===== src/rtl/core/b64e_pkg.sv =====
package b64e_pkg;

    typedef struct packed {
        logic [7:0] data_byte;
        logic       end_of_message;
    } t_in_item;

    typedef struct packed {
        logic [7:0] out_char;
        logic       last_char;
    } t_out_item;

    localparam int          GROUP_CHARS = 4;
    localparam logic [7:0]  PAD_CHAR    = 8'h3D;

    typedef struct packed {
        logic [GROUP_CHARS-1:0][7:0] chars;
        logic [1:0]                  last_idx;
        logic                        ends_msg;
    } t_group;

    typedef enum logic [2:0] {
        PH_FIRST  = 3'b001,
        PH_SECOND = 3'b010,
        PH_THIRD  = 3'b100
    } t_phase;

    function automatic logic [7:0] sextet_char(input logic [5:0] v);
        logic [7:0] w;
        w = {2'b00, v};
        if (v < 6'd26) begin
            return 8'(8'd65 + w);
        end else if (v < 6'd52) begin
            return 8'(8'd71 + w);
        end else if (v < 6'd62) begin
            return 8'(w - 8'd4);
        end else if (v == 6'd62) begin
            return 8'h2B;
        end else begin
            return 8'h2F;
        end
    endfunction

endpackage


===== src/rtl/core/base64_encoder_unit.sv =====
// Streaming Base64 encoder, standard alphabet with '=' padding.
// The input channel takes one raw byte per request, with end_of_message set
// on the final byte of a message. The output channel gives one ASCII
// character per request; last_char marks the final character of a message.
// Each byte is classified by its place in the three-byte group and turned at
// once into the one to four characters it completes; these wait in a small
// queue of QUEUE_DEPTH groups. The back end sends one character per cycle while
// the receiver is ready, so the sustained rate is set by that single output
// register; the queue lets new bytes be taken while earlier characters wait.
// An accepted byte's group is written into the queue, then its first character
// is loaded into the output register; when the receiver is ready each further
// character follows in the next cycle. When the receiver stalls, the current
// character holds and the queue fills, after which the input stops taking bytes.
// Reset clears the group position, the queue and the output valid, so the
// next byte starts a fresh message.
module base64_encoder_unit #(
    parameter int QUEUE_DEPTH = 2
) (
    input  logic                i_clk,
    input  logic                i_rst_n,
    input  logic                i_in_valid,
    output logic                o_in_ready,
    input  b64e_pkg::t_in_item  i_in,
    output logic                o_out_valid,
    input  logic                i_out_ready,
    output b64e_pkg::t_out_item o_out
);

    logic             q_push, q_ready, q_pop, q_valid;
    b64e_pkg::t_group q_wr_group, q_rd_group;

    b64e_front u_front (
        .i_clk      (i_clk),
        .i_rst_n    (i_rst_n),
        .i_in_valid (i_in_valid),
        .o_in_ready (o_in_ready),
        .i_in       (i_in),
        .i_q_ready  (q_ready),
        .o_q_push   (q_push),
        .o_q_group  (q_wr_group)
    );

    b64e_queue #(
        .DEPTH (QUEUE_DEPTH)
    ) u_queue (
        .i_clk   (i_clk),
        .i_rst_n (i_rst_n),
        .i_push  (q_push),
        .i_group (q_wr_group),
        .o_ready (q_ready),
        .i_pop   (q_pop),
        .o_valid (q_valid),
        .o_group (q_rd_group)
    );

    b64e_back u_back (
        .i_clk       (i_clk),
        .i_rst_n     (i_rst_n),
        .i_q_valid   (q_valid),
        .i_q_group   (q_rd_group),
        .o_q_pop     (q_pop),
        .o_out_valid (o_out_valid),
        .i_out_ready (i_out_ready),
        .o_out       (o_out)
    );

endmodule


===== src/rtl/core/b64e_front.sv =====
module b64e_front (
    input  logic               i_clk,
    input  logic               i_rst_n,
    input  logic               i_in_valid,
    output logic               o_in_ready,
    input  b64e_pkg::t_in_item i_in,
    input  logic               i_q_ready,
    output logic               o_q_push,
    output b64e_pkg::t_group   o_q_group
);

    b64e_pkg::t_phase r_phase, n_phase;
    logic [3:0]       r_left, n_left;
    logic [7:0]       b;

    assign b          = i_in.data_byte;
    assign o_in_ready = i_q_ready;
    assign o_q_push   = i_in_valid && i_q_ready;

    always_comb begin
        n_phase   = r_phase;
        n_left    = r_left;
        o_q_group.chars    = '{default: b64e_pkg::PAD_CHAR};
        o_q_group.last_idx = 2'd0;
        o_q_group.ends_msg = i_in.end_of_message;
        case (r_phase)
            b64e_pkg::PH_SECOND: begin
                o_q_group.chars[0] = b64e_pkg::sextet_char({r_left[1:0], b[7:4]});
                if (i_in.end_of_message) begin
                    o_q_group.chars[1] = b64e_pkg::sextet_char({b[3:0], 2'b00});
                    o_q_group.last_idx = 2'd2;
                    n_phase = b64e_pkg::PH_FIRST;
                    n_left  = 4'd0;
                end else begin
                    n_phase = b64e_pkg::PH_THIRD;
                    n_left  = b[3:0];
                end
            end
            b64e_pkg::PH_THIRD: begin
                o_q_group.chars[0] = b64e_pkg::sextet_char({r_left, b[7:6]});
                o_q_group.chars[1] = b64e_pkg::sextet_char(b[5:0]);
                o_q_group.last_idx = 2'd1;
                n_phase = b64e_pkg::PH_FIRST;
                n_left  = 4'd0;
            end
            default: begin
                o_q_group.chars[0] = b64e_pkg::sextet_char(b[7:2]);
                if (i_in.end_of_message) begin
                    o_q_group.chars[1] = b64e_pkg::sextet_char({b[1:0], 4'b0000});
                    o_q_group.last_idx = 2'd3;
                    n_phase = b64e_pkg::PH_FIRST;
                    n_left  = 4'd0;
                end else begin
                    n_phase = b64e_pkg::PH_SECOND;
                    n_left  = {2'b00, b[1:0]};
                end
            end
        endcase
    end

    always_ff @(posedge i_clk) begin
        if (!i_rst_n) begin
            r_phase <= b64e_pkg::PH_FIRST;
            r_left  <= 4'd0;
        end else if (o_q_push) begin
            r_phase <= n_phase;
            r_left  <= n_left;
        end
    end

endmodule


===== src/rtl/core/b64e_queue.sv =====
module b64e_queue #(
    parameter int DEPTH = 2
) (
    input  logic             i_clk,
    input  logic             i_rst_n,
    input  logic             i_push,
    input  b64e_pkg::t_group i_group,
    output logic             o_ready,
    input  logic             i_pop,
    output logic             o_valid,
    output b64e_pkg::t_group o_group
);

    localparam int PW = (DEPTH > 1) ? $clog2(DEPTH) : 1;
    localparam int CW = $clog2(DEPTH + 1);

    b64e_pkg::t_group r_mem [DEPTH];
    logic [PW-1:0]    r_wr_ptr, r_rd_ptr;
    logic [CW-1:0]    r_count;
    logic             do_push, do_pop;

    assign o_ready = (r_count != CW'(DEPTH));
    assign o_valid = (r_count != '0);
    assign o_group = r_mem[r_rd_ptr];
    assign do_push = i_push && o_ready;
    assign do_pop  = i_pop && o_valid;

    always_ff @(posedge i_clk) begin
        if (do_push) begin
            r_mem[r_wr_ptr] <= i_group;
        end
    end

    always_ff @(posedge i_clk) begin
        if (!i_rst_n) begin
            r_wr_ptr <= '0;
            r_rd_ptr <= '0;
            r_count  <= '0;
        end else begin
            if (do_push) begin
                r_wr_ptr <= (r_wr_ptr == PW'(DEPTH - 1)) ? '0 : PW'(r_wr_ptr + 1'b1);
            end
            if (do_pop) begin
                r_rd_ptr <= (r_rd_ptr == PW'(DEPTH - 1)) ? '0 : PW'(r_rd_ptr + 1'b1);
            end
            if (do_push && !do_pop) begin
                r_count <= CW'(r_count + 1'b1);
            end else if (do_pop && !do_push) begin
                r_count <= CW'(r_count - 1'b1);
            end
        end
    end

endmodule


===== src/rtl/core/b64e_back.sv =====
module b64e_back (
    input  logic                i_clk,
    input  logic                i_rst_n,
    input  logic                i_q_valid,
    input  b64e_pkg::t_group    i_q_group,
    output logic                o_q_pop,
    output logic                o_out_valid,
    input  logic                i_out_ready,
    output b64e_pkg::t_out_item o_out
);

    logic                r_out_valid;
    b64e_pkg::t_out_item r_out;
    logic [1:0]          r_idx;
    logic                load, at_end;

    assign load    = i_q_valid && (!r_out_valid || i_out_ready);
    assign at_end  = (r_idx == i_q_group.last_idx);
    assign o_q_pop = load && at_end;

    always_ff @(posedge i_clk) begin
        if (!i_rst_n) begin
            r_out_valid <= 1'b0;
            r_idx       <= 2'd0;
        end else begin
            if (load) begin
                r_out_valid <= 1'b1;
                r_idx       <= at_end ? 2'd0 : 2'(r_idx + 1'b1);
            end else if (i_out_ready) begin
                r_out_valid <= 1'b0;
            end
        end
    end

    always_ff @(posedge i_clk) begin
        if (load) begin
            r_out.out_char  <= i_q_group.chars[r_idx];
            r_out.last_char <= at_end && i_q_group.ends_msg;
        end
    end

    assign o_out_valid = r_out_valid;
    assign o_out       = r_out;

endmodule


===== config.mk =====
export PLATFORM = sky130hd
export DESIGN_NAME = base64_encoder_unit
export DESIGN_NICKNAME = d
export VERILOG_FILES = /design/src/rtl/core/b64e_pkg.sv /design/src/rtl/core/base64_encoder_unit.sv /design/src/rtl/core/b64e_front.sv /design/src/rtl/core/b64e_queue.sv /design/src/rtl/core/b64e_back.sv
export SDC_FILE = /design/constraint.sdc
export NUM_CORES = 1
export LEC_CHECK = 0
export BUFFER_PORTS_ARGS = -buffer_cell sky130_fd_sc_hd__buf_2
export CAP_MARGIN = 40
export CORE_ASPECT_RATIO = 0.9
export CORE_UTILIZATION = 35
export CTS_CLUSTER_DIAMETER = 200
export DETAILED_ROUTE_END_ITERATION = 10
export PLACE_DENSITY = 0.58
export SLEW_MARGIN = 10
export SYNTH_ARGS = -nofsm -noshare
export SYNTH_HDL_FRONTEND = slang
export SYNTH_SLANG_ARGS = --single-unit

===== constraint.sdc =====
create_clock -name i_clk -period 7.62 [get_ports i_clk]
set_clock_uncertainty 0.2 [all_clocks]
set_input_delay 1.143 -clock i_clk [delete_from_list [all_inputs] [get_ports i_clk]]
set_output_delay 1.143 -clock i_clk [all_outputs]
set_load 0.005 [all_outputs]

==> results_tabular.tex <==
\begin{tabular}{lr}
\hline
Metric & Value \\
\hline
\multicolumn{2}{l}{\textbf{Synthesis}} \\
Netlist cell types & 62 \\
Biggest area consumer among synthesized cells & edfxtp\_1 \\
YS warnings & 0 \\
Average footprint of a synthesized cell & 9.597 um\^{}2 \\
Share of async-settable or async-resettable flops after synthesis & 0 \\
Syn Std Cell Area & 0.004309 mm\^{}2 \\
Most numerous cell in the Yosys netlist & edfxtp\_1 \\
Number of synthesized register bits & 62 \\
Cells after Synth & 449 \\
Most common flop cell mapped by yosys & edfxtp\_1 \\
Synth top area cells & edfxtp\_1 (33\%), dfxtp\_1 (7.0\%), ha\_1 (6.7\%), mux4\_2 (4.2\%), nand2\_1 (3.1\%) \\
Share of the synthesized area in the top cell type & 0.3275 \\
Part of the Yosys area used for sequential elements & 0.3972 \\
Number of enable flip-flop cells after synthesis & 47 \\
Most frequent cells after synthesis & edfxtp\_1 (47), nand2\_1 (36), nor2\_1 (24), nor3\_1 (24) \\
Nets in the synthesized netlist & 485 \\
\multicolumn{2}{l}{\textbf{Floorplanning}} \\
Starting density of the core & 0.3582 \\
Die H & 107.3 um \\
Io pins & 24 \\
Overall die width & 119.0 um \\
Number of core rows & 38 \\
Overall die area & 0.01276 mm\^{}2 \\
Floorplan core area & 0.01203 mm\^{}2 \\
\multicolumn{2}{l}{\textbf{Run}} \\
Max cap viols & 0 \\
\multicolumn{2}{l}{\textbf{Clock network}} \\
Total CTS buffers & 9 \\
Post\_cts resized & 0 \\
Post-CTS Hold Buffers & 0 \\
Sinks on Clock Net & 62 \\
Skew-Pair Late Insertion Delay & 0.32 ns \\
Max Buffers Root-to-Sink & 2 \\
Clock H-tree levels & 3 \\
TritonCTS clock tree & done \\
Clk pin slew, worst setup/hold paths & 0.05 ns \\
Post-CTS Setup Repair Bufs & 0 \\
CTS Root Cell & clkbuf\_16 \\
\multicolumn{2}{l}{\textbf{GRT}} \\
Total track usage & 0.1818 \\
Pin count of the biggest net entering global routing & 21 \\
Vias in the first global route & 3305 \\
Global-route wire length before repair & 17820 um \\
Remaining global-route overflow & 0 \\
Antenna violations before repair & 0 \\
\multicolumn{2}{l}{\textbf{Pwr}} \\
Power density over cell area & 251.4 mW/mm\^{}2 \\
Peak supply drop & 102.5 uV \\
Static leakage & 1.702 nW \\
Design internal power & 0.0008606 W \\
Part of the total power dissipated in the clock network & 0.324 \\
Fraction of power consumed by sequential logic & 0.421 \\
Combinational fraction of design power & 0.256 \\
Net switching share of the total power & 0.2876 \\
Psw & 0.0003475 W \\
\multicolumn{2}{l}{\textbf{STA}} \\
Count of pins over their slew limit & 0 \\
Hold Fails Final Rpt & 0 \\
Highest Clock Rate & 274.5 MHz \\
Max transition margin & 0.4459 \\
Setup TNS & 0 ns \\
Number of failing setup endpoints in the final timing report & 0 \\
Unrepaired setup endpoints after global routing & false \\
Transition at the pin with the smallest max-transition slack & 0.8241 ns \\
Time the worst path needs with I/O delays and setup & 3.643 ns \\
Final Cycle Share & 0.4781 \\
\multicolumn{2}{l}{\textbf{Routing}} \\
Vias & 3592 \\
Wire per inst & 17.71 um \\
DR vias/cell & 5.775 \\
DR pass1 iterations & 5 \\
Post-route DRC violation count & 0 \\
Number of design-rule violations left by the first detailed-router iteration & 405 \\
Antenna Nets Post-Route & 0 \\
Total length of routed wires & 11020 um \\
\multicolumn{2}{l}{\textbf{Final layout}} \\
Area growth from synthesis to layout & 11.50\% \\
Fillcell total & 1169 \\
Count of antenna diodes in the layout & 0 \\
Post-layout nets & 493 \\
Fraction of layout instances using a drive strength above 1 & 0.1299 \\
Utilization after layout & 0.3994 \\
\multicolumn{2}{l}{\textbf{Worst hold path}} \\
Type of the tightest min-delay check & flip-flop to flip-flop \\
\multicolumn{2}{l}{\textbf{Critical path}} \\
Kind of critical path & primary input to flip-flop \\
Signal arrival time at the worst endpoint & 3.44 ns \\
Worst-path maximum fanout & 17 \\
Setup crit end kind & flip-flop \\
Required time reported for the critical path endpoint & 7.42 ns \\
Critical path launch point type & primary input \\
\multicolumn{2}{l}{\textbf{Placed design}} \\
GP Congestion & 0.9738 \\
Number of port buffers & 23 \\
Post-DP HPWL & 8082 um \\
\multicolumn{2}{l}{\textbf{Run status}} \\
Status & finished clean \\
\hline
\end{tabular}
==> routing by layer <==
| layer | wire length (um) | vias to the layer above | track usage |
|---|---|---|---|
| li1 | - | 1711 | - |
| met1 | 4961 | 1742 | 0.2392 |
| met2 | 5294 | 122 | 0.2995 |
| met3 | 534 | 17 | 0.03390 |
| met4 | 225 | 0 | 0.06420 |
| met5 | 0 | - | 0 |
==> power groups by stage <==
stage	sequential (W)	combinational (W)	clock (W)
detailed placement	0.000516	0.000309	0
global placement	0.000514	0.000305	0
finish	0.000508	0.000309	0.000391
floorplan	0.000489	0.000242	0
CTS	0.000511	0.000311	0.000399
global route	0.000519	0.000341	0.000416
==> worst paths after layout <==
path,from,slack [ns],depth (start not counted),endpoint
hold / removal,u_queue.r_count[1],0.35,1,u_back.o_out_valid
setup reg to reg,u_front.r_left[0],4.73,6,u_queue.r_mem[1][8]
hold reg to reg,u_queue.r_count[1],0.35,1,u_back.o_out_valid
setup / recovery,i_in[6],3.98,8,u_queue.r_mem[0][7]
==> worst max-delay path, stage by stage <==
cell and delay, ns:
buf_2 0.21, inv_1 0.29, ha_1 0.36, nand2b_1 0.36, o21ai_0 0.18, a41o_1 0.27
a311oi_1 0.38, o211ai_1 0.23
==> logic make-up after synthesis <==
logic type,count (synthesis),synth area share
xor gates and xnor gates,18,0.03659
AOI/OAI and AO/OA,130,0.2073
DFF,62,0.3972
muxes,15,0.05836
adders and majority gates,23,0.06678
buffers and inverters,46,0.04791
and+or+nand+nor,155,0.1858
==> sequential cells by signal (all words and copies together) (netlist names), named ones only <==
signal	count
u_back.o_out	9
u_back.o_out_valid	1
u_back.r_idx	2
u_front.r_left	4
u_front.r_phase	3
u_queue.r_count	2
u_queue.r_mem	38
u_queue.r_rd_ptr	1
u_queue.r_wr_ptr	1
==> final cells by class <==
class	instances	area, um^2	area share
tap	160	200.2	0.04167
multi-input combinational	341	2391	0.4977
inverter	18	67.56	0.01406
clock buffer	14	285.3	0.05938
clock inverter	2	11.26	0.002344
sequential	62	1712	0.3562
timing repair buffer	25	137.6	0.02865
==> per-stage QoR <==
step           hold WS [ns]  power [W]  setup WS (ns)  cell area [um^2]  std cells
6_report             0.3469   0.001208          3.977              4805        622
5_1_grt              0.3727   0.001275          3.769              4805        622
4_1_cts              0.3479   0.001220          4.009              4805        622
3_5_place_dp         0.3381  0.0008253          3.668              4508        606
3_3_place_gp         0.3117  0.0008189          3.543              4493        605
2_1_floorplan        0.2907  0.0007313          4.390              4309        449
==> cell usage in the layout (no fill, tap or decap), drive strengths merged, types with 2 or more instances in the layout <==
cell type and instances:
a221oi 6, a2111oi 3, xor2 6, o31ai 3, xnor2 12, nor2 24
and3 4, o311ai 3, a31oi 13, nand2b 9, a311oi 3, nand4 3
o22ai 4, or3 11, mux4 8, a21boi 9, a22oi 2, nor3 24
ha 23, and2 7, o221ai 4, inv 18, dfxtp 15, buf 25
a211oi 3, nand3 14, a21o 9, a32o 2, nor2b 10, o21ai 22
edfxtp 47, nand2 36, o211ai 9, o32ai 2, mux2i 6, or2 6
clkbuf 14, a21oi 25, clkinv 2
Note: power is estimated with default switching activity, not from simulation.
